File: src/rtl/core/bpc_pkg.sv
// Shared types and constants for the barometric pressure compensation pipeline.
`timescale 1ns / 1ps

package bpc_pkg;

    // Pipeline depth, in register stages.
    localparam int NSTG = 10;

    // Widths of the ports.
    localparam int RAW_W  = 24;
    localparam int COEF_W = 16;
    localparam int IDX_W  = 3;
    localparam int TEMP_W = 15;
    localparam int PRES_W = 17;

    // Reference temperature and saturation bounds.
    localparam int TEMP_REF_CENTI = 2000;
    localparam int TEMP_MIN_CENTI = -4000;
    localparam int TEMP_MAX_CENTI = 8500;
    localparam int PRES_MIN_PA    = 1000;
    localparam int PRES_MAX_PA    = 120000;

    // Configuration register indexes.
    typedef enum logic [IDX_W-1:0] {
        CFG_PRES_SENS = 3'd0,
        CFG_PRES_OFF  = 3'd1,
        CFG_SENS_TC   = 3'd2,
        CFG_OFF_TC    = 3'd3,
        CFG_TEMP_REF  = 3'd4,
        CFG_TEMP_TC   = 3'd5
    } t_cfg_idx;

    // Factory calibration words.
    typedef struct packed {
        logic [COEF_W-1:0] pres_sens;
        logic [COEF_W-1:0] pres_off;
        logic [COEF_W-1:0] sens_tc;
        logic [COEF_W-1:0] off_tc;
        logic [COEF_W-1:0] temp_ref;
        logic [COEF_W-1:0] temp_tc;
    } t_coefs;

    // First-order terms, leaving the front section.
    typedef struct packed {
        logic [RAW_W-1:0]  d1;
        logic signed [17:0] d;
        logic signed [18:0] temp1;
        logic               low;
        logic [17:0]        t2;
        logic signed [34:0] off1;
        logic signed [33:0] sens1;
    } t_first;

    // Corrected terms, leaving the second-order section.
    typedef struct packed {
        logic [RAW_W-1:0]   d1;
        logic signed [38:0] off;
        logic signed [37:0] sens;
        logic [TEMP_W-1:0]  temp;
        logic               thit;
    } t_mid;

endpackage

File: src/rtl/core/bpc_first.sv
// Front stages: temperature difference, the four products and the first-order terms.
`timescale 1ns / 1ps

module bpc_first (
    input  logic                       i_clk,
    input  logic [2:0]                 i_adv,
    input  bpc_pkg::t_coefs            i_coefs,
    input  logic [bpc_pkg::RAW_W-1:0]  i_raw_pressure,
    input  logic [bpc_pkg::RAW_W-1:0]  i_raw_temperature,
    output bpc_pkg::t_first            o_first
);
    import bpc_pkg::*;

    // Stage one registers.
    logic [RAW_W-1:0]   r_d1_s1;
    logic signed [24:0] r_dt;
    // Stage two registers.
    logic [RAW_W-1:0]   r_d1_s2;
    logic signed [40:0] r_p6;
    logic signed [40:0] r_p4;
    logic signed [40:0] r_p3;
    logic [17:0]        r_t2;
    // Stage three register.
    t_first             r_out;

    logic signed [24:0] n_dt;
    logic signed [40:0] w_p6;
    logic signed [40:0] w_p4;
    logic signed [40:0] w_p3;
    logic signed [49:0] w_pdd;
    logic signed [40:0] w_b6;
    logic signed [40:0] w_b4;
    logic signed [40:0] w_b3;
    logic signed [17:0] w_q6;
    logic signed [33:0] w_q4;
    logic signed [32:0] w_q3;
    t_first             n_out;

    // Difference between the raw temperature and the reference reading.
    assign n_dt = $signed({1'b0, i_raw_temperature})
                - $signed({1'b0, i_coefs.temp_ref, 8'b0});

    // Products of the difference with the slope words and with itself.
    assign w_p6  = r_dt * $signed({1'b0, i_coefs.temp_tc});
    assign w_p4  = r_dt * $signed({1'b0, i_coefs.off_tc});
    assign w_p3  = r_dt * $signed({1'b0, i_coefs.sens_tc});
    assign w_pdd = r_dt * r_dt;

    // Shifts that round toward zero: negative values get a bias first.
    assign w_b6 = r_p6 + (r_p6[40] ? 41'sd8388607 : 41'sd0);
    assign w_b4 = r_p4 + (r_p4[40] ? 41'sd127 : 41'sd0);
    assign w_b3 = r_p3 + (r_p3[40] ? 41'sd255 : 41'sd0);
    assign w_q6 = w_b6[40:23];
    assign w_q4 = w_b4[40:7];
    assign w_q3 = w_b3[40:8];

    // First-order temperature, offset and sensitivity.
    always_comb begin
        n_out.d1    = r_d1_s2;
        n_out.d     = w_q6;
        n_out.temp1 = {w_q6[17], w_q6} + 19'(TEMP_REF_CENTI);
        n_out.low   = w_q6[17];
        n_out.t2    = r_t2;
        n_out.off1  = $signed({3'b0, i_coefs.pres_off, 16'b0}) + {w_q4[33], w_q4};
        n_out.sens1 = $signed({3'b0, i_coefs.pres_sens, 15'b0}) + {w_q3[32], w_q3};
    end

    always_ff @(posedge i_clk) begin
        if (i_adv[0]) begin
            r_d1_s1 <= i_raw_pressure;
            r_dt    <= n_dt;
        end
        if (i_adv[1]) begin
            r_d1_s2 <= r_d1_s1;
            r_p6    <= w_p6;
            r_p4    <= w_p4;
            r_p3    <= w_p3;
            r_t2    <= w_pdd[48:31];
        end
        if (i_adv[2]) begin
            r_out <= n_out;
        end
    end

    assign o_first = r_out;

endmodule

File: config.mk
export PLATFORM = sky130hd
export DESIGN_NAME = bpc_first
export DESIGN_NICKNAME = d
export VERILOG_FILES = /design/src/rtl/core/bpc_pkg.sv /design/src/rtl/core/bpc_first.sv
export SDC_FILE = /design/constraint.sdc
export NUM_CORES = 2
export LEC_CHECK = 0
export BUFFER_PORTS_ARGS = -buffer_cell sky130_fd_sc_hd__buf_2
export CAP_MARGIN = 10
export CORE_UTILIZATION = 45
export DETAILED_ROUTE_END_ITERATION = 16
export SYNTH_ARGS = -nofsm -noshare
export SYNTH_HDL_FRONTEND = slang
export SYNTH_SLANG_ARGS = --single-unit
File: constraint.sdc
create_clock -name i_clk -period 7.4 [get_ports i_clk]
set_input_delay 1.48 -clock i_clk [delete_from_list [all_inputs] [get_ports i_clk]]
set_output_delay 1.48 -clock i_clk [all_outputs]
set_load 0.01 [all_outputs]
After elaboration in Yosys (flattened, before gate mapping)
Cells that the tools add are included.
{"block": "word_totals", "out_inout_bits": 149, "elab_cells": 28, "input_bits": 148, "regBits": 363}
{"block": "classes", "n_addsub": 7, "n_mul": 4, "n_mux": 3}
{"cell": "multiplier 25 x 17 -> 41 bit", "count": 3}
{"cell": "multiplier 25 x 25 -> 49 bit", "count": 1}
{"cell": "adder 41 x 24 -> 41 bit", "count": 1}
{"cell": "adder 41 x 8 -> 41 bit", "count": 1}
{"cell": "adder 41 x 9 -> 41 bit", "count": 1}
{"cell": "adder 33 x 34 -> 35 bit", "count": 1}
{"cell": "adder 32 x 33 -> 34 bit", "count": 1}
{"cell": "subtractor 24 x 24 -> 25 bit", "count": 1}
{"cell": "two-way mux 23 bit", "count": 1}
{"cell": "adder 18 x 12 -> 19 bit (second input constant)", "count": 1}
{"cell": "two-way mux 8 bit", "count": 1}
{"cell": "two-way mux 7 bit", "count": 1}

Longest topological paths before layout
{"block": "logic_depth", "depth_word": 3, "ltp_mapped": 29, "mapped_depth_nobuf": 27}

Worst setup path before layout
No wires, ideal clock.
{"block": "synth_path", "path_type": "input to register", "start": "input i_coefs[5] (netlist name)", "end": "register r_p6[30] (data pin)", "stages": 26, "setup_slack_ns": -0.265, "setup_time_ns": 0.269, "arrival_ns": 7.397, "path_buffers": 3, "required_time_ns": 7.131, "path_cell_list": "clkbuf_1 -> clkbuf_1 -> nand2_1 -> fa_1 -> inv_1 -> fa_1 -> inv_1 -> fa_1 -> inv_1 -> fa_1 -> inv_1 -> fa_1 -> inv_1 -> fa_1 -> ha_1 -> clkbuf_1 -> nand2_1 -> o21ai_0 -> or2_2 -> a31oi_1 -> o21ai_1 -> a21oi_1 -> o21ai_1 -> a2111oi_0 -> nor3_1 -> nand3b_1"}
{"block": "synth_between", "elab_chain_cells": 1}
{"item": "start, declared", "line_no": "bpc_first.sv:7", "text": "input bpc_pkg::t_coefs i_coefs,"}
{"item": "multiplier 25 x 17 -> 41 bit", "line_no": "bpc_first.sv:44", "text": "assign w_p6 = r_dt * $signed({1'b0, i_coefs.temp_tc});"}
{"item": "named net w_p6[30]", "line_no": "bpc_first.sv:27", "text": "logic signed [40:0] w_p6;"}
{"item": "end signal, assigned", "line_no": "bpc_first.sv:75", "text": "r_p6 <= w_p6;"}
{"item": "end, declared", "line_no": "bpc_first.sv:19", "text": "logic signed [40:0] r_p6;"}
The timed path passes the listed nets, and every way through them passes these cells.
A chain may end at the register's enable or synchronous reset.

Final worst setup path
{"block": "layout_path", "start": "register r_dt[15]", "end": "register r_t2[13] (data pin)"}
{"block": "layout_between", "elab_chain_cells": 1}
{"item": "start, declared", "line_no": "bpc_first.sv:16", "text": "logic signed [24:0] r_dt;"}
{"item": "start signal, assigned", "line_no": "bpc_first.sv:71", "text": "r_dt <= n_dt;"}
{"item": "multiplier 25 x 25 -> 49 bit", "line_no": "bpc_first.sv:47", "text": "assign w_pdd = r_dt * r_dt;"}
{"item": "named net w_pdd[44]", "line_no": "bpc_first.sv:30", "text": "logic signed [49:0] w_pdd;"}
{"item": "end signal, assigned", "line_no": "bpc_first.sv:78", "text": "r_t2 <= w_pdd[48:31];"}
{"item": "end, declared", "line_no": "bpc_first.sv:22", "text": "logic [17:0] r_t2;"}
The timed path passes the listed nets, and every way through them passes these cells.

==> flow_metrics.py <==
metrics = {
    "status": {
        "status": "finished, final reports clean",
    },
    "clocking": {
        "cts_hold_buf": 0,
        "clk_latency_ps": 680,
        "clockRootBuffer": "clkbuf_16",
        "cts_made_buffers": 48,
        "htree_levels": 2,
        "tritoncts": "done",
        "path_clk_slew_ps": 60,
        "clock_path_buffers": 3,
        "cts_sinks": 358,
    },
    "worst_setup_path": {
        "critPathKind": "reg2reg",
        "reg2reg_depth": 28,
        "ff2ff_setup_slack_ps": 150,
        "reg2reg_to": "r_t2[13]$_DFFE_PP_",
        "crit_start": "r_dt[15]$_DFFE_PP_",
        "worst_ep_required_time_ps": 7810,
        "cp_top_family": "adder cells",
        "worst-path-max-fanout": 6,
        "start_kind": "flip-flop",
        "cp.arrival_ps": 7660,
        "reg2reg_from": "r_dt[15]$_DFFE_PP_",
        "cp_common_cell": "fa_1",
        "end_kind": "flip-flop",
        "cp.buffers_inverters": 11,
        "cpPeakStageDelay_ps": 540,
        "critPathSlowestCell": "fa_1",
    },
    "detailed_routing": {
        "wl_per_cell_um": 17.4,
        "num_vias": 53500,
        "route.final.wire_length_um": 188000,
        "viasPerCell": 4.96,
        "final_antenna_net_count": 0,
        "drc": 0,
        "drt_iter0_drc": 2653,
        "first_pass_iters": 5,
    },
    "sta": {
        "finalCritPeriodShare_pct": 98.0,
        "max_clock_freq_mhz": 138,
        "relSlewSlack_pct": 35.6,
        "drv_slew": 0,
        "tns_ps": 0,
        "setup_viol": 0,
        "tightest_slew_ps": 966,
        "rsz0062_at_grt": "true",
        "finClkSkew_ps": 30.7,
        "final-hold-violation-count": 0,
        "period_minus_slack_ps": 7250,
    },
    "hold_path": {
        "whs_path_depth": 0,
        "min_from": "r_t2[2]$_DFFE_PP_",
        "holdPathEnd": "o_first[71]$_DFFE_PP_",
        "hold_class": "reg2reg",
    },
    "finish": {
        "drive_gt1_share_pct": 13.1,
        "nFillCells": 15600,
        "multiInputGateArea_um2": 58000,
        "final_common_cell": "inv_1",
        "final_cell_mix": "2029 x inv_1, 1743 x fa_1, 1004 x nand2_1, 601 x and2_1, 592 x buf_4",
        "fin_nets": 11000,
        "finalNonFillerCells": 10800,
        "syn_to_final_growth_pct": 13.4,
        "seqCellArea_um2": 10800,
    },
    "global_routing": {
        "grt_usage_pct": 22.7,
        "antenna_found_initial": 17,
        "grt_pass1_vias": 59400,
        "grt_max_degree": 107,
        "grt_pass1_wl_um": 312000,
        "overflow": 0,
    },
    "place": {
        "place_congestion": 0.898,
        "dpl.hpwl_um": 157000,
        "portBuffers": 296,
        "place_inst": 10700,
    },
    "logic_synthesis": {
        "avgSynthCellArea_um2": 9.83,
        "synth-seq-area-share_pct": 13.9,
        "synth_cell_type_count": 88,
        "async_reset_ff_share_pct": 0,
        "synth_seq_cells": 358,
        "yosys_warnings": 0,
        "synthCells": 7870,
        "synth_ff_type": "edfxtp_1",
        "syn_area_um2": 77300,
        "synth_edf_count": 358,
        "syn-num-nets": 10300,
    },
    "floorplan": {
        "die_x_um": 417,
        "core-area_um2": 170000,
        "start_util_pct": 45.5,
        "pin_count": 297,
        "rows": 151,
        "fp.dieH_um": 417,
        "die_area_um2": 174000,
    },
    "job": {
        "maxCapViolCount": 0,
    },
}
==> Yosys cell counts, types with 14 or more instances <==
library cell	count	share of area (%)
nor3_1	43	0.28
and3_1	34	0.27
o21a_1	36	0.35
nand3_1	65	0.42
nor2_1	171	0.83
fa_1	1758	46
edfxtp_1	358	14
a211oi_1	18	0.17
and2_1	608	4.9
nor2b_1	40	0.32
nand4_1	27	0.22
nand2b_1	30	0.24
a31oi_1	14	0.11
a21oi_1	133	0.86
xnor2_1	217	2.5
xor2_1	68	0.77
o21bai_1	19	0.18
o21ai_0	93	0.60
a21o_1	60	0.58
inv_1	2035	9.9
ha_1	529	8.6
nand2_1	1009	4.9
clkbuf_1	317	1.5
==> state kept, by name, indices dropped and copies added (netlist names) <==
| name | flops |
|---|---|
| r_p6 | 41 |
| r_p3 | 41 |
| r_d1_s1 | 24 |
| o_first | 144 |
| r_t2 | 18 |
| r_d1_s2 | 24 |
| r_p4 | 41 |
| r_dt | 25 |
==> routing by layer <==
metal / global-route usage, % / up-vias / wire (µm)
met5: 0 / - / 0
met2: 39.9 / 1159 / 94700
li1: - / 24600 / -
met3: 2.27 / 266 / 8560
met4: 6.21 / 0 / 5520
met1: 29.7 / 27500 / 78900
==> metrics by stage <==
stage,hold slack [ps],util [%],setup slack (ps),area (µm²)
final,402,51.6,151,87700
after detailed placement,405,50.3,-650,85500
after global placement,401,50.3,-617,85500
after global routing,413,51.6,-82.8,87700
after CTS,406,51.3,11.6,87200
after floorplan,400,-,1.29,77500
==> cells by family (layout without fill, tap and decap cells) <==
| family | count (synthesis) | after routing | share of synthesized area, % |
|---|---|---|---|
| flip-flops | 358 | 358 | 13.9 |
| multiplexers | 4 | 4 | 0.0518 |
| AND/OR/NAND/NOR | 2076 | 2076 | 12.9 |
| adder cells (fa/ha/maj) | 2291 | 2291 | 54.1 |
| other | 0 | 8 | 0 |
| XOR/XNOR | 286 | 286 | 3.25 |
| buffers and inverters | 2364 | 3064 | 11.5 |
| AO/OA/AOI/OAI | 491 | 491 | 4.28 |
==> worst max path at each step <==
stage / endpoint / cells after the start
6_report: r_t2[13]$_DFFE_PP_ / 28
5_1_grt: r_t2[13]$_DFFE_PP_ / 29
4_1_cts: r_t2[8]$_DFFE_PP_ / 29
3_5_place_dp: r_p6[40]$_DFFE_PP_ / 22
3_3_place_gp: r_p6[40]$_DFFE_PP_ / 22
2_1_floorplan: r_p3[29]$_DFFE_PP_ / 25
==> cell type report <==
cell class | instances | share of cell area [%]
inverter | 2035 | 8.71
multi-input combinational | 5148 | 66.1
timing repair buffer | 942 | 7.87
clock inverter | 36 | 0.455
antenna | 8 | 0.0228
clock buffer | 51 | 1.38
sequential | 358 | 12.3
tap | 2218 | 3.16
==> what timing repair did <==
action / in CTS / in global routing
pin swaps: 1 / 37
buffers inserted: 1 / 17
resized for setup: 12 / 95
endpoints found under the setup margin: 14 / 32
Power is left out: the tool's default activity adds up to more than one toggle a clock period on the data nets, which glitch-free logic cannot reach.
