[config.mk]
export PLATFORM = sky130hd
export DESIGN_NAME = bpc_pres
export DESIGN_NICKNAME = d
export VERILOG_FILES = /design/src/rtl/core/bpc_pkg.sv /design/src/rtl/core/bpc_pres.sv
export SDC_FILE = /design/constraint.sdc
export NUM_CORES = 2
export LEC_CHECK = 0
export ABC_CLOCK_PERIOD_IN_PS = 7300
export BUFFER_PORTS_ARGS = -buffer_cell sky130_fd_sc_hd__buf_2
export CAP_MARGIN = 5
export CORE_ASPECT_RATIO = 1.4
export CORE_MARGIN = 2
export CORE_UTILIZATION = 50
export CTS_CLUSTER_SIZE = 40
export DETAILED_ROUTE_END_ITERATION = 16
export PLACE_DENSITY = 0.67
export SYNTH_ARGS = -nofsm -noshare
export SYNTH_HDL_FRONTEND = slang
export SYNTH_SLANG_ARGS = --single-unit
[constraint.sdc]
create_clock -name i_clk -period 7.3 [get_ports i_clk]
set_input_delay 1.095 -clock i_clk [delete_from_list [all_inputs] [get_ports i_clk]]
set_output_delay 1.095 -clock i_clk [all_outputs]
set_load 0.01 [all_outputs]
[src/rtl/core/bpc_pkg.sv]
// Shared types and constants for the barometric pressure compensation pipeline.
`timescale 1ns / 1ps

package bpc_pkg;

    // Pipeline depth, in register stages.
    localparam int NSTG = 10;

    // Widths of the ports.
    localparam int RAW_W  = 24;
    localparam int COEF_W = 16;
    localparam int IDX_W  = 3;
    localparam int TEMP_W = 15;
    localparam int PRES_W = 17;

    // Reference temperature and saturation bounds.
    localparam int TEMP_REF_CENTI = 2000;
    localparam int TEMP_MIN_CENTI = -4000;
    localparam int TEMP_MAX_CENTI = 8500;
    localparam int PRES_MIN_PA    = 1000;
    localparam int PRES_MAX_PA    = 120000;

    // Configuration register indexes.
    typedef enum logic [IDX_W-1:0] {
        CFG_PRES_SENS = 3'd0,
        CFG_PRES_OFF  = 3'd1,
        CFG_SENS_TC   = 3'd2,
        CFG_OFF_TC    = 3'd3,
        CFG_TEMP_REF  = 3'd4,
        CFG_TEMP_TC   = 3'd5
    } t_cfg_idx;

    // Factory calibration words.
    typedef struct packed {
        logic [COEF_W-1:0] pres_sens;
        logic [COEF_W-1:0] pres_off;
        logic [COEF_W-1:0] sens_tc;
        logic [COEF_W-1:0] off_tc;
        logic [COEF_W-1:0] temp_ref;
        logic [COEF_W-1:0] temp_tc;
    } t_coefs;

    // First-order terms, leaving the front section.
    typedef struct packed {
        logic [RAW_W-1:0]  d1;
        logic signed [17:0] d;
        logic signed [18:0] temp1;
        logic               low;
        logic [17:0]        t2;
        logic signed [34:0] off1;
        logic signed [33:0] sens1;
    } t_first;

    // Corrected terms, leaving the second-order section.
    typedef struct packed {
        logic [RAW_W-1:0]   d1;
        logic signed [38:0] off;
        logic signed [37:0] sens;
        logic [TEMP_W-1:0]  temp;
        logic               thit;
    } t_mid;

endpackage

[src/rtl/core/bpc_pres.sv]
// Pressure stages: split product, scaling, offset removal and pressure saturation.
`timescale 1ns / 1ps

module bpc_pres (
    input  logic                        i_clk,
    input  logic [4:0]                  i_adv,
    input  bpc_pkg::t_mid               i_mid,
    output logic [bpc_pkg::TEMP_W-1:0]  o_temp,
    output logic [bpc_pkg::PRES_W-1:0]  o_pres,
    output logic                        o_hit
);
    import bpc_pkg::*;

    // Temperature result and its flag ride along with the pressure stages.
    logic [TEMP_W-1:0]  r_temp [4:0];
    logic               r_thit [3:0];
    logic signed [38:0] r_off  [2:0];

    logic [43:0]        r_pl;
    logic signed [41:0] r_ph;
    logic signed [61:0] r_prod;
    logic signed [40:0] r_q;
    logic signed [41:0] r_x;
    logic [PRES_W-1:0]  r_pres;
    logic               r_hit;

    logic [43:0]        w_pl;
    logic signed [41:0] w_ph;
    logic signed [61:0] w_prod;
    logic signed [61:0] w_b8;
    logic signed [41:0] w_x;
    logic signed [41:0] w_b10;
    logic signed [26:0] w_p;
    logic [PRES_W-1:0]  n_pres;
    logic               n_phit;

    // Raw pressure times sensitivity, as low and high partial products.
    assign w_pl = i_mid.d1 * i_mid.sens[19:0];
    assign w_ph = $signed({1'b0, i_mid.d1}) * $signed(i_mid.sens[37:20]);

    // Recombine the partial products.
    assign w_prod = $signed({r_ph, 20'b0}) + $signed({18'b0, r_pl});

    // Scale down, rounding toward zero.
    assign w_b8 = r_prod + (r_prod[61] ? 62'sd2097151 : 62'sd0);

    // Remove the offset.
    assign w_x = {r_q[40], r_q} - {{3{r_off[2][38]}}, r_off[2]};

    // Final scaling and saturation.
    assign w_b10 = r_x + (r_x[41] ? 42'sd32767 : 42'sd0);
    assign w_p   = w_b10[41:15];

    always_comb begin
        if (w_p < 27'(PRES_MIN_PA)) begin
            n_pres = PRES_W'(PRES_MIN_PA);
            n_phit = 1'b1;
        end else if (w_p > 27'(PRES_MAX_PA)) begin
            n_pres = PRES_W'(PRES_MAX_PA);
            n_phit = 1'b1;
        end else begin
            n_pres = w_p[PRES_W-1:0];
            n_phit = 1'b0;
        end
    end

    always_ff @(posedge i_clk) begin
        if (i_adv[0]) begin
            r_pl      <= w_pl;
            r_ph      <= w_ph;
            r_off[0]  <= i_mid.off;
            r_temp[0] <= i_mid.temp;
            r_thit[0] <= i_mid.thit;
        end
        if (i_adv[1]) begin
            r_prod    <= w_prod;
            r_off[1]  <= r_off[0];
            r_temp[1] <= r_temp[0];
            r_thit[1] <= r_thit[0];
        end
        if (i_adv[2]) begin
            r_q       <= w_b8[61:21];
            r_off[2]  <= r_off[1];
            r_temp[2] <= r_temp[1];
            r_thit[2] <= r_thit[1];
        end
        if (i_adv[3]) begin
            r_x       <= w_x;
            r_temp[3] <= r_temp[2];
            r_thit[3] <= r_thit[2];
        end
        if (i_adv[4]) begin
            r_pres    <= n_pres;
            r_hit     <= n_phit | r_thit[3];
            r_temp[4] <= r_temp[3];
        end
    end

    assign o_temp = r_temp[4];
    assign o_pres = r_pres;
    assign o_hit  = r_hit;

endmodule

# After elaboration in Yosys (flattened, before gate mapping)
# Memories as Yosys holds them, arrays and structs flattened.
# Index checks and enable logic that the tools add are counted.
dict set report totals {
  ff_bits 249
  mem_bits_rw 196
  out_inout_bits 33
  elab_cells 36
  n_memories 3
}
# name words width rd rd_clocked_by_memory_dff write_ports line
set mem_list {}
lappend mem_list {r_off 3 39 3 0 3 bpc_pres.sv:17} ;# logic signed [38:0] r_off [2:0];
lappend mem_list {r_temp 5 15 5 0 5 bpc_pres.sv:15} ;# logic [TEMP_W-1:0] r_temp [4:0];
lappend mem_list {r_thit 4 1 4 0 4 bpc_pres.sv:16} ;# logic r_thit [3:0];
dict set report op_classes {
  addsub 4
  multipliers 2
  order_cmp 2
  mux 15
  n_bitwise 1
  reduce_logical 1
}
# cell count
set ops {}
lappend ops {{$add 62x22->62} 1}
lappend ops {{$add 62x45->62} 1}
lappend ops {{$mul 24x20->44} 1}
lappend ops {{$add 42x16->42} 1}
lappend ops {{$mul 25x18->42} 1}
lappend ops {{$sub 41x39->42} 1}
lappend ops {{$gt 27x18->1 const B} 1}
lappend ops {{$lt 27x11->1 const B} 1}
lappend ops {{$mux 21} 1}
lappend ops {{$mux 17} 1}
lappend ops {{$mux 15} 1}
lappend ops {{$mux 1} 12}
lappend ops {{$reduce_or 2->1} 1}
lappend ops {{$or 1x1->1} 1}

# Longest topological paths before layout
dict set report depth {
  depth_word 6
  depth_mapped 27
  ltp_nobuf 25
}

# Least setup slack after synthesis
# OpenSTA, ideal clock, no wires.
dict set report synth_path {
  path_kind {input to register}
  from {input i_mid[100] in the netlist's numbering}
  to {register r_pl[43] (data pin)}
  setup_ns 0.258
  arrival_ns 7.253
  setup_slack_ns -0.211
  stages 25
  path_buffers 2
  path_cell_list {clkbuf_1 -> clkbuf_1 -> nand2_1 -> fa_1 -> inv_1 -> fa_1 -> inv_1 -> fa_1 -> inv_1 -> fa_1 -> fa_1 -> fa_1 -> inv_1 -> fa_1 -> inv_1 -> ha_1 -> a21oi_1 -> nor2b_1 -> o21ai_0 -> o211ai_1 -> o211ai_1 -> a221oi_2 -> a221o_1 -> a311o_1 -> xnor2_1}
}
dict set report synth_between {
  elab_chain_len 1
}
# item line
set synth_rtl {}
lappend synth_rtl {{from (decl)} bpc_pres.sv:7} ;# input bpc_pkg::t_mid i_mid,
lappend synth_rtl {{$mul 24x20->44} bpc_pres.sv:38} ;# assign w_pl = i_mid.d1 * i_mid.sens[19:0];
lappend synth_rtl {{named net w_pl[43]} bpc_pres.sv:27} ;# logic [43:0] w_pl;
lappend synth_rtl {{to (signal assigned)} bpc_pres.sv:69} ;# r_pl <= w_pl;
lappend synth_rtl {{to (decl)} bpc_pres.sv:19} ;# logic [43:0] r_pl;
# The timed path passes the listed nets, and every way through them passes these cells.
# A chain may end at the register's enable or synchronous reset.

# Final worst setup path
dict set report layout_path {
  from {input i_mid[102] in the netlist's numbering}
  to {register r_pl[43] (data pin)}
}
# Same word-level chain as after synthesis.

==> flow_summary.yaml <==
outcome:
  outcome: "complete, no violations"
floorplanning:
  core_um2: 98000
  die_w_um: 269
  initial_core_util: 0.503
  rows: 136
  die_area_um2: 101000
  boundaryPins: 156
  fp.dieH_um: 376
flow_run:
  drv_cap: 0
yosys:
  yosysTopAreaCell: "fa_1"
  synth_area_leaders: "fa_1, edfxtp_1, ha_1, inv_1, and2_1"
  synthDistinctLibCells: 81
  synth_common_cells: "inv_1, fa_1, nand2_1, edfxtp_1, ha_1"
  synth_nets: 6058
  synth_seq_cells: 445
  synthMuxAreaShare: 0.000609
  synthSimpleGateAreaFrac: 0.137
  synthFlopType: "edfxtp_1"
  yosys_warnings: 0
  synthXorXnorAreaFrac: 0.0352
  yosysSeqAreaShare: 0.271
  avgSynthCellArea_um2: 10.3
  synth-compound-area-share: 0.0642
  yosysMostFrequentCell: "inv_1"
  synth_top_family_by_area: "adder cells"
  synth_area_um2: 49300
  async_reset_ff_frac: 0
  synth-adder-area-share: 0.403
  synth_edf_count: 445
  synth_top_area_frac: 0.303
  synthCells: 4796
global_route:
  grt_use_total: 0.231
  grt_pass1_vias: 36500
  overflow: 0
  antenna_found_initial: 2
  grt_pass1_wl_mm: 186
  grt_max_degree: 79
critical_path:
  critPathKind: "input port to register"
  cp.arrival_ns: 7.44
  endpoint_kind: "register"
  cp-start-kind: "input port"
  crit_fanout: 24
  r2r_cells: 10
  cp.required_ns: 7.63
placement:
  portBuffers: 155
  dp_hpwl_mm: 94.7
  place_congestion: 0.911
sta:
  hold_viol_final: 0
  holdWs_ns: 0.411
  tightest_slew_ns: 0.902
  relSlewSlack: 0.399
  finClkSkew_ns: 0.0255
  period_minus_slack_ns: 7.11
  drv_slew: 0
  setup_viol: 0
  fmax_mhz: 141
  period_share: 0.974
route:
  drt-total-wl_mm: 114
  detail_route.wl_per_cell_um: 17.6
  dr.pass1.iters: 8
  routed_via_density: 5.21
  ant_nets: 0
  num_vias: 33700
  remaining_drc_errors: 0
  drt_iter0_drc: 1708
cells_and_area:
  area_growth_pct: 12.4
  fill_cells: 8595
  seq_area_um2: 13400
  multi_input_area_um2: 31700
  final_nets: 6394
  drive_above_1_share: 0.120
clock_network:
  ctsHoldBuffers: 0
  clk_pin_slew_ns: 0.07
  clock_sinks: 445
  cts_max_level: 2
  cts_tree: "yes"
  clkLatencyLatePin_ns: 0.58
  clockBufferDepth: 3
  numCtsBuffers: 43
  clockRootBuffer: "clkbuf_16"
worst_hold_path:
  holdPathStages: 0
  min_path_type: "register to register"
[stage by stage]
stage                TNS [ns]  cell area [um2]  instances   util  setup WS (ns)
finish                      0            55400       6477  0.565          0.193
global route        -0.000458            55400       6476  0.565      -0.000458
CTS                         0            55100       6470  0.563          0.129
detailed placement      -7.84            53600       6392  0.547         -0.496
global placement        -5.95            53600       6392  0.547         -0.407
floorplan                   0            49400       4796      -        0.00274
[timing repair]
item | 4_1_cts | 5_1_grt
gates resized for setup | 0 | 55
endpoints found under the setup margin | 0 | 14
setup buffers | 0 | 6
[area by class of cell]
| class | instances | area share |
|---|---|---|
| Multi-Input combinational cell | 3200 | 0.573 |
| Antenna cell | 1 | 0.0000452 |
| Timing Repair Buffer | 500 | 0.0659 |
| Tap cell | 1311 | 0.0296 |
| Inverter | 942 | 0.0638 |
| Clock inverter | 32 | 0.00677 |
| Clock buffer | 46 | 0.0200 |
| Sequential cell | 445 | 0.241 |
[placed cells by master (no fill, tap or decap), types with 15 or more instances in the layout]
| cell | Yosys | layout |
|---|---|---|
| inv_1 | 942 | 942 |
| and3_1 | 34 | 34 |
| xor2_1 | 60 | 60 |
| nor2b_1 | 26 | 26 |
| edfxtp_1 | 445 | 445 |
| a21oi_1 | 126 | 124 |
| a21o_1 | 64 | 64 |
| nand4_1 | 26 | 26 |
| nand2b_1 | 33 | 32 |
| nand2_1 | 623 | 623 |
| o21ai_1 | 17 | 19 |
| a211oi_1 | 27 | 25 |
| nor2_1 | 110 | 109 |
| buf_2 | 2 | 143 |
| and2_1 | 377 | 373 |
| nor3_1 | 38 | 38 |
| o21bai_1 | 19 | 19 |
| o21ai_0 | 81 | 79 |
| buf_4 | 15 | 325 |
| a31oi_1 | 17 | 15 |
| xnor2_1 | 138 | 138 |
| clkbuf_16 | 0 | 44 |
| o21a_1 | 24 | 24 |
| fa_1 | 746 | 741 |
| nand3_1 | 72 | 72 |
| ha_1 | 393 | 389 |
| buf_12 | 0 | 16 |
[flip-flops by register name, indices dropped and copies added, names as in the netlist]
name / count
o_hit: 1
o_pres: 17
r_off: 117
r_ph: 42
r_pl: 44
r_prod: 62
r_q: 41
r_temp: 75
r_thit: 4
r_x: 42
[kinds of logic (layout without fill, tap and decap cells)]
| kind of cell | after synthesis | in the layout |
|---|---|---|
| AOI/OAI and AO/OA | 477 | 477 |
| xor gates and xnor gates | 198 | 198 |
| adders and majority gates | 1139 | 1139 |
| buffers and inverters | 1151 | 1520 |
| DFF | 445 | 445 |
| muxes | 3 | 3 |
| other | 0 | 1 |
| and+or+nand+nor | 1383 | 1383 |
[layer usage]
metal  wire length (um)  vias to the layer above  global-route usage  part of all wire
met1              44200                    16900               0.270              0.39
met4               4500                        2              0.0866             0.039
met5                  7                        -                   0          0.000061
li1                   -                    15800                   -                 -
met2              60400                      773               0.436              0.53
met3               4990                      232              0.0238             0.044
[worst paths after layout]
check	from	to	slack (ns)
worst min-delay path	r_off[0][50]	r_off[0][89]	0.41
worst max-delay path	i_mid[102]	r_pl[43]	0.19
worst max register to register	r_prod[61]	r_q[16]	3.31
worst min register to register	r_off[0][50]	r_off[0][89]	0.41
[worst max-delay path: stages]
cell,delay (ns)
buf_4,0.16
buf_8,0.14
buf_12,0.11
buf_12,0.17
nand2_1,0.10
fa_1,0.53
inv_1,0.06
fa_1,0.56
fa_1,0.45
fa_1,0.52
fa_1,0.43
fa_1,0.49
inv_1,0.05
fa_1,0.47
inv_1,0.04
ha_1,0.28
buf_4,0.16
nand2_1,0.06
o211ai_1,0.17
a2111oi_4,0.41
a221oi_4,0.14
a221o_1,0.42
a311o_1,0.30
xnor2_1,0.13
Power is left out: the tool's default activity adds up to more than one toggle a clock period on the data nets, which glitch-free logic cannot reach.
