**src/rtl/core/bpc_pkg.sv**
```systemverilog
// Shared types and constants for the barometric pressure compensation pipeline.
`timescale 1ns / 1ps

package bpc_pkg;

    // Pipeline depth, in register stages.
    localparam int NSTG = 10;

    // Widths of the ports.
    localparam int RAW_W  = 24;
    localparam int COEF_W = 16;
    localparam int IDX_W  = 3;
    localparam int TEMP_W = 15;
    localparam int PRES_W = 17;

    // Reference temperature and saturation bounds.
    localparam int TEMP_REF_CENTI = 2000;
    localparam int TEMP_MIN_CENTI = -4000;
    localparam int TEMP_MAX_CENTI = 8500;
    localparam int PRES_MIN_PA    = 1000;
    localparam int PRES_MAX_PA    = 120000;

    // Configuration register indexes.
    typedef enum logic [IDX_W-1:0] {
        CFG_PRES_SENS = 3'd0,
        CFG_PRES_OFF  = 3'd1,
        CFG_SENS_TC   = 3'd2,
        CFG_OFF_TC    = 3'd3,
        CFG_TEMP_REF  = 3'd4,
        CFG_TEMP_TC   = 3'd5
    } t_cfg_idx;

    // Factory calibration words.
    typedef struct packed {
        logic [COEF_W-1:0] pres_sens;
        logic [COEF_W-1:0] pres_off;
        logic [COEF_W-1:0] sens_tc;
        logic [COEF_W-1:0] off_tc;
        logic [COEF_W-1:0] temp_ref;
        logic [COEF_W-1:0] temp_tc;
    } t_coefs;

    // First-order terms, leaving the front section.
    typedef struct packed {
        logic [RAW_W-1:0]  d1;
        logic signed [17:0] d;
        logic signed [18:0] temp1;
        logic               low;
        logic [17:0]        t2;
        logic signed [34:0] off1;
        logic signed [33:0] sens1;
    } t_first;

    // Corrected terms, leaving the second-order section.
    typedef struct packed {
        logic [RAW_W-1:0]   d1;
        logic signed [38:0] off;
        logic signed [37:0] sens;
        logic [TEMP_W-1:0]  temp;
        logic               thit;
    } t_mid;

endpackage

```
**src/rtl/core/bpc_second.sv**
```systemverilog
// Second-order correction stages and temperature saturation.
`timescale 1ns / 1ps

module bpc_second (
    input  logic            i_clk,
    input  logic [1:0]      i_adv,
    input  bpc_pkg::t_first i_first,
    output bpc_pkg::t_mid   o_mid
);
    import bpc_pkg::*;

    // Stage four registers.
    logic [RAW_W-1:0]   r_d1;
    logic [34:0]        r_dsq;
    logic signed [19:0] r_temp2;
    logic signed [34:0] r_off1;
    logic signed [33:0] r_sens1;
    // Stage five register.
    t_mid               r_out;

    logic signed [35:0] w_sq;
    logic signed [19:0] n_temp2;
    logic [37:0]        w_f5;
    t_mid               n_out;

    // Square of the temperature deviation, only used below the reference.
    assign w_sq = i_first.d * i_first.d;
    assign n_temp2 = {i_first.temp1[18], i_first.temp1}
                   - $signed({2'b0, (i_first.low ? i_first.t2 : 18'd0)});

    // Five times the square, then the offset and sensitivity corrections.
    assign w_f5 = {1'b0, r_dsq, 2'b00} + {3'b000, r_dsq};

    always_comb begin
        n_out.d1   = r_d1;
        n_out.off  = {{4{r_off1[34]}}, r_off1} - $signed({2'b0, w_f5[37:1]});
        n_out.sens = {{4{r_sens1[33]}}, r_sens1} - $signed({2'b0, w_f5[37:2]});
        if (r_temp2 < 20'(TEMP_MIN_CENTI)) begin
            n_out.temp = TEMP_W'(TEMP_MIN_CENTI);
            n_out.thit = 1'b1;
        end else if (r_temp2 > 20'(TEMP_MAX_CENTI)) begin
            n_out.temp = TEMP_W'(TEMP_MAX_CENTI);
            n_out.thit = 1'b1;
        end else begin
            n_out.temp = r_temp2[TEMP_W-1:0];
            n_out.thit = 1'b0;
        end
    end

    always_ff @(posedge i_clk) begin
        if (i_adv[0]) begin
            r_d1    <= i_first.d1;
            r_dsq   <= i_first.low ? w_sq[34:0] : 35'd0;
            r_temp2 <= n_temp2;
            r_off1  <= i_first.off1;
            r_sens1 <= i_first.sens1;
        end
        if (i_adv[1]) begin
            r_out <= n_out;
        end
    end

    assign o_mid = r_out;

endmodule

```
**config.mk**
```make
export PLATFORM = sky130hd
export DESIGN_NAME = bpc_second
export DESIGN_NICKNAME = d
export VERILOG_FILES = /design/src/rtl/core/bpc_pkg.sv /design/src/rtl/core/bpc_second.sv
export SDC_FILE = /design/constraint.sdc
export NUM_CORES = 1
export LEC_CHECK = 0
export BUFFER_PORTS_ARGS = -buffer_cell sky130_fd_sc_hd__buf_2
export CORE_MARGIN = 1
export CORE_UTILIZATION = 32
export CTS_CLUSTER_SIZE = 16
export DETAILED_ROUTE_END_ITERATION = 7
export PLACE_DENSITY = 0.53
export SLEW_MARGIN = 20
export SYNTH_ARGS = -nofsm -noshare
export SYNTH_HDL_FRONTEND = slang
export SYNTH_SLANG_ARGS = --single-unit
export TNS_END_PERCENT = 30
```
**constraint.sdc**
```tcl
create_clock -name i_clk -period 25.7 [get_ports i_clk]
set_input_delay 6.425 -clock i_clk [delete_from_list [all_inputs] [get_ports i_clk]]
set_output_delay 6.425 -clock i_clk [all_outputs]
set_load 0.01 [all_outputs]
```
Word-level counts from Yosys, hierarchy flattened

Cells that the tools add are included.

Add/sub/neg operators: 4
$mul: 1
Magnitude comparators: 2
Multiplexer cells: 2
Reductions and logical operators: 1

Operator list:

| operator                                                      | count |
|---|---|
| subtractor 35 x 38 -> 39 bit                                  | 1 |
| adder 37 x 35 -> 38 bit                                       | 1 |
| subtractor 34 x 37 -> 38 bit                                  | 1 |
| multiplier 18 x 18 -> 35 bit                                  | 1 |
| > comparator 20 x 15 -> 1 bit (second input constant)         | 1 |
| less-than comparator 20 x 13 -> 1 bit (second input constant) | 1 |
| subtractor 19 x 19 -> 20 bit                                  | 1 |
| two-way mux 18 bit                                            | 1 |
| two-way mux 16 bit                                            | 1 |
| OR reduction 2 bit                                            | 1 |

Register bits: 265
Input bits: 152
Output and inout port bits: 117
Word-level logic and storage cells: 21

Longest topological paths before layout

Gate-level depths: netlist (run 1).

Word-level depth: 2
Gate-level depth with buffers: 26
Gate-level depth less buffers: 23

Worst setup path before layout (run 1)

OpenSTA, ideal clock, no wires.

Path kind: in2reg
Start: input i_first[124] (netlist bit)
End: register r_dsq[33] (data pin)
Library setup time: 0.267 ns
Arrival time: 12.293 ns
Required time: 25.433 ns
Path slack: 13.140 ns
Cell stages on the path: 20
Path buffers: 2
Cells stage by stage: clkbuf_1 > clkbuf_1 > and2_1 > fa_1 > fa_1 > inv_1 > fa_1 > fa_1 > fa_1 > fa_1 > inv_1 > ha_1 > a21o_1 > a21o_1 > a21o_1 > a21oi_1 > o21ai_0 > a21o_1 > a221oi_1 > mux2i_1

Longest elaborated chain between the ends: 1

RTL lines:

| item                         | RTL line         | source |
|---|---|---|
| start: declaration           | bpc_second.sv:7  | `input bpc_pkg::t_first i_first,` |
| multiplier 18 x 18 -> 35 bit | bpc_second.sv:27 | `assign w_sq = i_first.d * i_first.d;` |
| end signal: assignment       | bpc_second.sv:53 | `r_dsq <= i_first.low ? w_sq[34:0] : 35'd0;` |
| end: declaration             | bpc_second.sv:14 | `logic [34:0] r_dsq;` |

No other way between the ends.
A chain may end at the register's enable or synchronous reset.

Worst setup path in the final report (run 1)

Ends and elaborated chain as after synthesis.

==> impl_metrics.json, run 1 <==
{
  "outcome": "complete, no violations",
  "place_area_sq_um": 28270,
  "clock_latency_ns": 0.58,
  "cp_top_family": "adder cells",
  "synth_compound_area_share_pct": 11.71,
  "dp_hpwl_um": 52250,
  "syn_area_per_cell_sq_um": 10.28,
  "clk_pin_slew_worst_paths_ns": 0.06,
  "dieArea_sq_um": 81740,
  "die_x_um": 285.9,
  "critPathKind": "in -> reg",
  "post-cts-setup-buffers": 0,
  "drt-initial-drc-count": 907,
  "cp-end-kind": "flip-flop",
  "slew_viol_final": 0,
  "synth.yosys.seq_area_share_pct": 30.74,
  "synthMuxAreaShare_pct": 0.2377,
  "dieHeight_um": 285.9,
  "grt_max_degree": 104,
  "fillers": 8117,
  "path_common_cell": "fa_1",
  "synth_cells": 2509,
  "boundaryPins": 269,
  "synth-main-ff-cell": "edfxtp_1",
  "port_buffers": 268,
  "dr_wl_met3_um": 2473,
  "post_cts_resized": 0,
  "cts.htree.levels": 1,
  "area_growth_pct": 13.47,
  "wl_um": 64330,
  "routed.top_layer": "met4",
  "syn-cell-area_sq_um": 25790,
  "cts_hold_buf": 0,
  "relSlewSlack_pct": 30.09,
  "finClkSkew_ns": 0.01796,
  "setup-tns-final_ns": 0,
  "finalInstanceArea_sq_um": 29270,
  "finalHoldViolations": 0,
  "synth_fa_ha_area_share_pct": 33.91,
  "layout-drive-gt1-share_pct": 12.38,
  "worst_slew_pin_slew_ns": 1.049,
  "cts_tree": "built",
  "num_vias": 17850,
  "dp.cells": 3776,
  "grt-ovfl-total": 0,
  "routed-wl-met2_um": 29480,
  "rsz0062_at_grt": "false",
  "synth_top_family_by_area": "adder cells",
  "fin_crit_ns": 12.58,
  "yosys.area_share.simple_pct": 10.90,
  "wire_per_inst_um": 16.80,
  "cts.sinks": 264,
  "grt_usage_pct": 15.77,
  "multiInputGateArea_sq_um": 15820,
  "grt_pass1_wl_um": 102000,
  "ant_nets": 0,
  "numCtsBuffers": 28,
  "ys_async_sr_fraction_pct": 0,
  "drt-met1-wl_um": 31250,
  "synth_cell_types": 78,
  "drv_cap": 0,
  "fin_cells": 3829,
  "yosys_warnings": 0,
  "routed_via_density": 4.662,
  "grt_pass1_vias": 18400,
  "start_util_pct": 32.49,
  "required_ns": 26.11,
  "remaining_drc_errors": 0,
  "clock-root-buffer": "clkbuf_16",
  "hold_path.class": "reg -> reg",
  "cts_buffer_depth": 3,
  "period_share_pct": 48.95,
  "antenna_found_initial": 1,
  "cpPeakStageDelay_ns": 0.79,
  "synth_seq_cells": 264,
  "synth-xor-area-share_pct": 4.584,
  "finalSetupViolCount": 0,
  "firstDrtPassIters": 5,
  "cp-start-kind": "primary input",
  "path_cells": "buf_2 -> inv_1 -> nor2_1 -> fa_1 -> fa_1 -> inv_1 -> fa_1 -> fa_1 -> fa_1 -> fa_1 -> inv_1 -> ha_1 -> a21o_1 -> a21o_1 -> a21o_1 -> a21oi_1 -> o21ai_0 -> a21o_1 -> a221oi_1 -> mux2i_1",
  "nets": 3430,
  "rows": 103,
  "syn-num-nets": 3183,
  "critPathBufInv": 4,
  "core_sq_um": 79390,
  "slowest_stage": "fa_1",
  "synth_edf_count": 264,
  "critPathMaxFanout": 22,
  "arrival_ns": 12.99,
  "fmax_ghz": 0.07949,
  "gp_congestion": 0.8554,
  "seqCellArea_sq_um": 7928
}
state kept, by name, indices dropped and copies added, names as in the netlist:
| name | cells |
|---|---|
| o_mid | 117 |
| r_d1 | 24 |
| r_dsq | 34 |
| r_off1 | 35 |
| r_sens1 | 34 |
| r_temp2 | 20 |
layout make-up:
class                           instances  area share [%]
Antenna cell                            1        0.008551
Clock buffer                           32           2.445
Clock inverter                         20          0.9363
Inverter                              489           6.272
Multi-Input combinational cell       1702           54.07
Sequential cell                       264           27.09
Tap cell                             1050           4.489
Timing Repair Buffer                  271           4.690
path summary, 6_finish.rpt:
check | to | slack [ns] | cells past startpoint | start
max | r_dsq[33]$_SDFFCE_PN0P_ | 13.12 | 20 | i_first[124]
min | o_mid[108]$_DFFE_PP_ | 0.42 | 0 | r_d1[15]$_DFFE_PP_
max reg2reg | o_mid[51]$_DFFE_PP_ | 19.79 | 18 | r_dsq[9]$_SDFFCE_PN0P_
min reg2reg | o_mid[108]$_DFFE_PP_ | 0.42 | 0 | r_d1[15]$_DFFE_PP_
stage by stage:
step | setup slack (ns) | util, % | hold WS (ns)
4_1_cts | 13.07 | 36.86 | 0.4185
3_5_place_dp | 12.48 | 35.62 | 0.4045
5_1_grt | 12.62 | 36.86 | 0.4205
3_3_place_gp | 12.56 | 35.62 | 0.4003
6_report | 13.12 | 36.86 | 0.4162
2_1_floorplan | 13.14 | - | 0.4003
cell usage in the layout, fill, tap and decap left out, types with 12 or more instances in the layout:
master     instances
nand2_1          202
edfxtp_1         264
xor2_1            54
and2_1            64
nand2b_1          24
a21oi_1          122
o21a_1            31
a21o_1            63
ha_1             227
clkbuf_16         28
or3_1             15
o21ai_0           81
and3_1            18
nor2_1           123
a211oi_1          13
xnor2_1           81
nand3_1           37
buf_2            266
nor3_1            44
nor2b_1           12
a31oi_1           13
o21bai_1          12
fa_1             295
inv_1            487
cell families after synthesis:
group,count (synthesis)
other,1
buffers and inverters,543
multiplexers,6
adder cells (fa/ha/maj),522
AND/OR/NAND/NOR,588
AO/OA/AOI/OAI,450
flip-flops,264
XOR/XNOR,135
synthesized netlist by cell type, types with 5 or more instances:
cell         n  area [sq um]
nand4_1      9         56.30
fa_1       295          5906
nor3_1      44         220.2
inv_1      487          1828
nand3_1     37         185.2
o21ai_0     81         405.4
o31ai_1      8         60.06
nor4_1      10         62.56
a21boi_0     5         37.54
nor2_1     123         461.7
xor2_1      54         473.0
ha_1       227          2840
o211ai_1    10         75.07
xnor2_1     81         709.4
a21o_1      63         473.0
mux2i_1      5         50.05
or2_2        9         56.30
o31a_1       9         78.83
a221oi_1     5         43.79
and2_1      64         400.4
nand2b_1    24         150.1
a31o_2       5         43.79
o21a_1      31         232.7
o21bai_1    12         90.09
a31oi_1     13         81.33
a2111oi_0   10         87.58
edfxtp_1   264          7928
or3_1       15         93.84
clkbuf_1    53         198.9
o2111ai_1    7         61.31
and3_1      18         112.6
nor2b_1     12         75.07
a211oi_1    13         97.59
a21oi_1    122         610.6
nand2_1    202         758.2
metal layers:
layer / vias to the layer above / GRT usage (%)
met4: 0 / 3.302
met3: 67 / 1.316
met2: 341 / 25.89
met1: 8554 / 22.65
li1: 8887 / -
met5: - / 0
Power of run 1 is left out: the tool's default activity adds up to more than one toggle a clock period on the data nets, which glitch-free logic cannot reach.
==> run 2, diff against run 1 <==
ABC_AREA = 1   (was unset)
PLACE_DENSITY = 0.54   (was 0.53)
clock period = 10.8 ns   (was 25.7 ns; I/O delays follow)
==> run 2 against run 1 <==
Hold slack improved by 0.0026 ns. Critical path depth rose by 5. Non-clock buffer count stayed put. First-iteration DRC count grew 55%. Setup slack got worse by 10 ns. Utilization down 0.67 points. Sequential share of layout area shrank 3.2 points. Die area up 15%. Final cell count rose by 38%. Via count grew 34%.
==> impl_metrics.json, run 2 <==
{
  "finClkSkew_ns": 0.01095,
  "arrival_ns": 8.49,
  "remaining_drc_errors": 0,
  "cts_hold_buf": 0,
  "synth_cell_types": 42,
  "dieArea_sq_um": 93620,
  "critPathKind": "in -> reg",
  "relSlewSlack_pct": 38.49,
  "grt_pass1_vias": 24190,
  "port_buffers": 268,
  "ant_nets": 0,
  "cts_tree": "built",
  "boundaryPins": 269,
  "rr_endpoint": "o_mid[80]$_DFFE_PP_",
  "largest_reg_flops": 117,
  "dieHeight_um": 306.0,
  "period_share_pct": 75.56,
  "wl_um": 81950,
  "reg2reg_slack_ns": 6.51,
  "synth_largest_area_cell": "edfxtp_1",
  "yosysMostFrequentCell": "nand2_1",
  "fillers": 9766,
  "finalSetupViolCount": 0,
  "holdWs_ns": 0.4189,
  "syn-cell-area_sq_um": 29570,
  "cp-end-kind": "flip-flop",
  "routed_via_density": 4.518,
  "fmax_ghz": 0.1225,
  "synth_area_leaders": "edfxtp_1 27%, fa_1 20%, nand2_1 15%, inv_1 12%, ha_1 9.6%",
  "grt-ovfl-total": 0,
  "clk_pin_slew_worst_paths_ns": 0.06,
  "wire_per_inst_um": 15.48,
  "post-route-util_pct": 36.20,
  "required_ns": 11.13,
  "cts.htree.levels": 1,
  "outcome": "complete, no violations",
  "core_sq_um": 91660,
  "synth-main-ff-cell": "edfxtp_1",
  "mostFrequentLayoutCells": "1166 x nand2_1, 931 x inv_1, 295 x fa_1",
  "post-cts-setup-buffers": 0,
  "cts.sinks": 264,
  "syn-num-nets": 4501,
  "multiInputGateArea_sq_um": 17960,
  "layout-drive-gt1-share_pct": 9.428,
  "yosys_warnings": 0,
  "numCtsBuffers": 28,
  "hold_path.class": "reg -> reg",
  "area_growth_pct": 12.21,
  "synth_seq_cells": 264,
  "critPathCapture": "r_dsq[29]$_SDFFCE_PN0P_",
  "ys_async_sr_fraction_pct": 0,
  "synth.yosys.seq_area_share_pct": 26.81,
  "worst-r2r-cell-count": 19,
  "grt_pass1_wl_um": 130100,
  "cp-start-kind": "primary input",
  "slew_viol_final": 0,
  "gp_congestion": 0.9430,
  "r2r_start": "r_dsq[0]$_SDFFCE_PN0P_",
  "drv_cap": 0,
  "grt_usage_pct": 17.56,
  "synth_edf_count": 264,
  "num_vias": 23910,
  "critPathMaxFanout": 23,
  "slowest_stage": "fa_1",
  "post_cts_resized": 0,
  "worstSetupStartpoint": "i_first[124]",
  "finalHoldViolations": 0,
  "synth_commonest_cells": "1166 x nand2_1, 931 x inv_1, 295 x fa_1",
  "cpPeakStageDelay_ns": 0.64,
  "fin_crit_ns": 8.160,
  "path_common_cell": "inv_1",
  "clock-root-buffer": "clkbuf_16",
  "worst_slew_pin_slew_ns": 0.9226,
  "cts_buffer_depth": 3,
  "rsz0062_at_grt": "false",
  "final_common_cell": "nand2_1",
  "clock_latency_ns": 0.58,
  "synth_cells": 3827,
  "dp_hpwl_um": 70300,
  "firstDrtPassIters": 5,
  "drt-initial-drc-count": 1404,
  "nets": 4759,
  "die_x_um": 306.0,
  "synth_top_area_share_pct": 26.81,
  "rows": 111,
  "grt_max_degree": 85,
  "syn_area_per_cell_sq_um": 7.727,
  "seqCellArea_sq_um": 7928,
  "start_util_pct": 32.26,
  "antenna_found_initial": 5,
  "setup-tns-final_ns": 0
}
[run 2: cell types whose count changed in the layout (fill, tap and decap cells not counted), moves of 26 or more]
| cell | change |
|---|---|
| a21o_1 | -53 |
| and2_1 | -59 |
| inv_1 | +444 |
| nand2_1 | +964 |
| nand3_1 | +99 |
| nor2_1 | +167 |
| o21a_1 | -26 |
| o21ai_0 | -41 |
| xnor2_1 | -50 |
[run 2: cell families (layout without fill, tap and decap cells)]
family | Yosys count | in the layout | share of synthesized area [%]
AO/OA/AOI/OAI | 247 | 247 | 4.803
XOR/XNOR | 79 | 79 | 2.340
adder cells (fa/ha/maj) | 522 | 522 | 29.58
buffers and inverters | 981 | 1259 | 12.46
flip-flops | 264 | 264 | 26.81
multiplexers | 1 | 1 | 0.03808
other | 1 | 2 | 0.01268
AND/OR/NAND/NOR | 1732 | 1732 | 23.96
[run 2: final cells by class]
class	instances	area share, %
Clock buffer	33	2.232
Inverter	938	10.61
Tap cell	1186	4.472
Multi-Input combinational cell	2582	54.13
Timing Repair Buffer	271	4.137
Sequential cell	264	23.89
Antenna cell	1	0.007542
Clock inverter	17	0.5204
[run 2: worst max-delay path: cells and delay by family]
kind                       cells  cell delay, ns
adders and majority gates      7            3.66
buffers and inverters          8            0.96
and+or+nand+nor               10            1.15
[run 2: how the worst min path moves through the flow]
stage	from	to	slack, ns	cells past startpoint
4_1_cts	r_d1[23]$_DFFE_PP_	o_mid[116]$_DFFE_PP_	0.42	0
2_1_floorplan	r_d1[7]$_DFFE_PP_	o_mid[100]$_DFFE_PP_	0.40	0
5_1_grt	r_d1[14]$_DFFE_PP_	o_mid[107]$_DFFE_PP_	0.43	0
6_report	r_d1[23]$_DFFE_PP_	o_mid[116]$_DFFE_PP_	0.42	0
3_5_place_dp	r_d1[9]$_DFFE_PP_	o_mid[102]$_DFFE_PP_	0.40	0
3_3_place_gp	r_d1[21]$_DFFE_PP_	o_mid[114]$_DFFE_PP_	0.40	0
[run 2: metrics by stage]
| step | setup slack [ns] | cells | instance area, sq um |
|---|---|---|---|
| final | 2.640 | 5292 | 33180 |
| after global routing | 2.160 | 5291 | 33180 |
| after CTS | 2.628 | 5291 | 33180 |
| after detailed placement | 1.996 | 5241 | 32260 |
| after global placement | 2.036 | 5241 | 32260 |
| after floorplan | 2.439 | 3827 | 29570 |
[run 2: per-layer routing]
layer / vias to the layer above / wire length, um / track usage (%) / share of wire, %
li1: 12150 / - / - / -
met5: - / 13 / 0 / 0.016
met2: 526 / 39380 / 30.98 / 48
met3: 113 / 3172 / 1.500 / 3.9
met1: 11120 / 36820 / 22.68 / 45
met4: 2 / 2559 / 5.434 / 3.1
Power of run 2 is left out for the same reason.
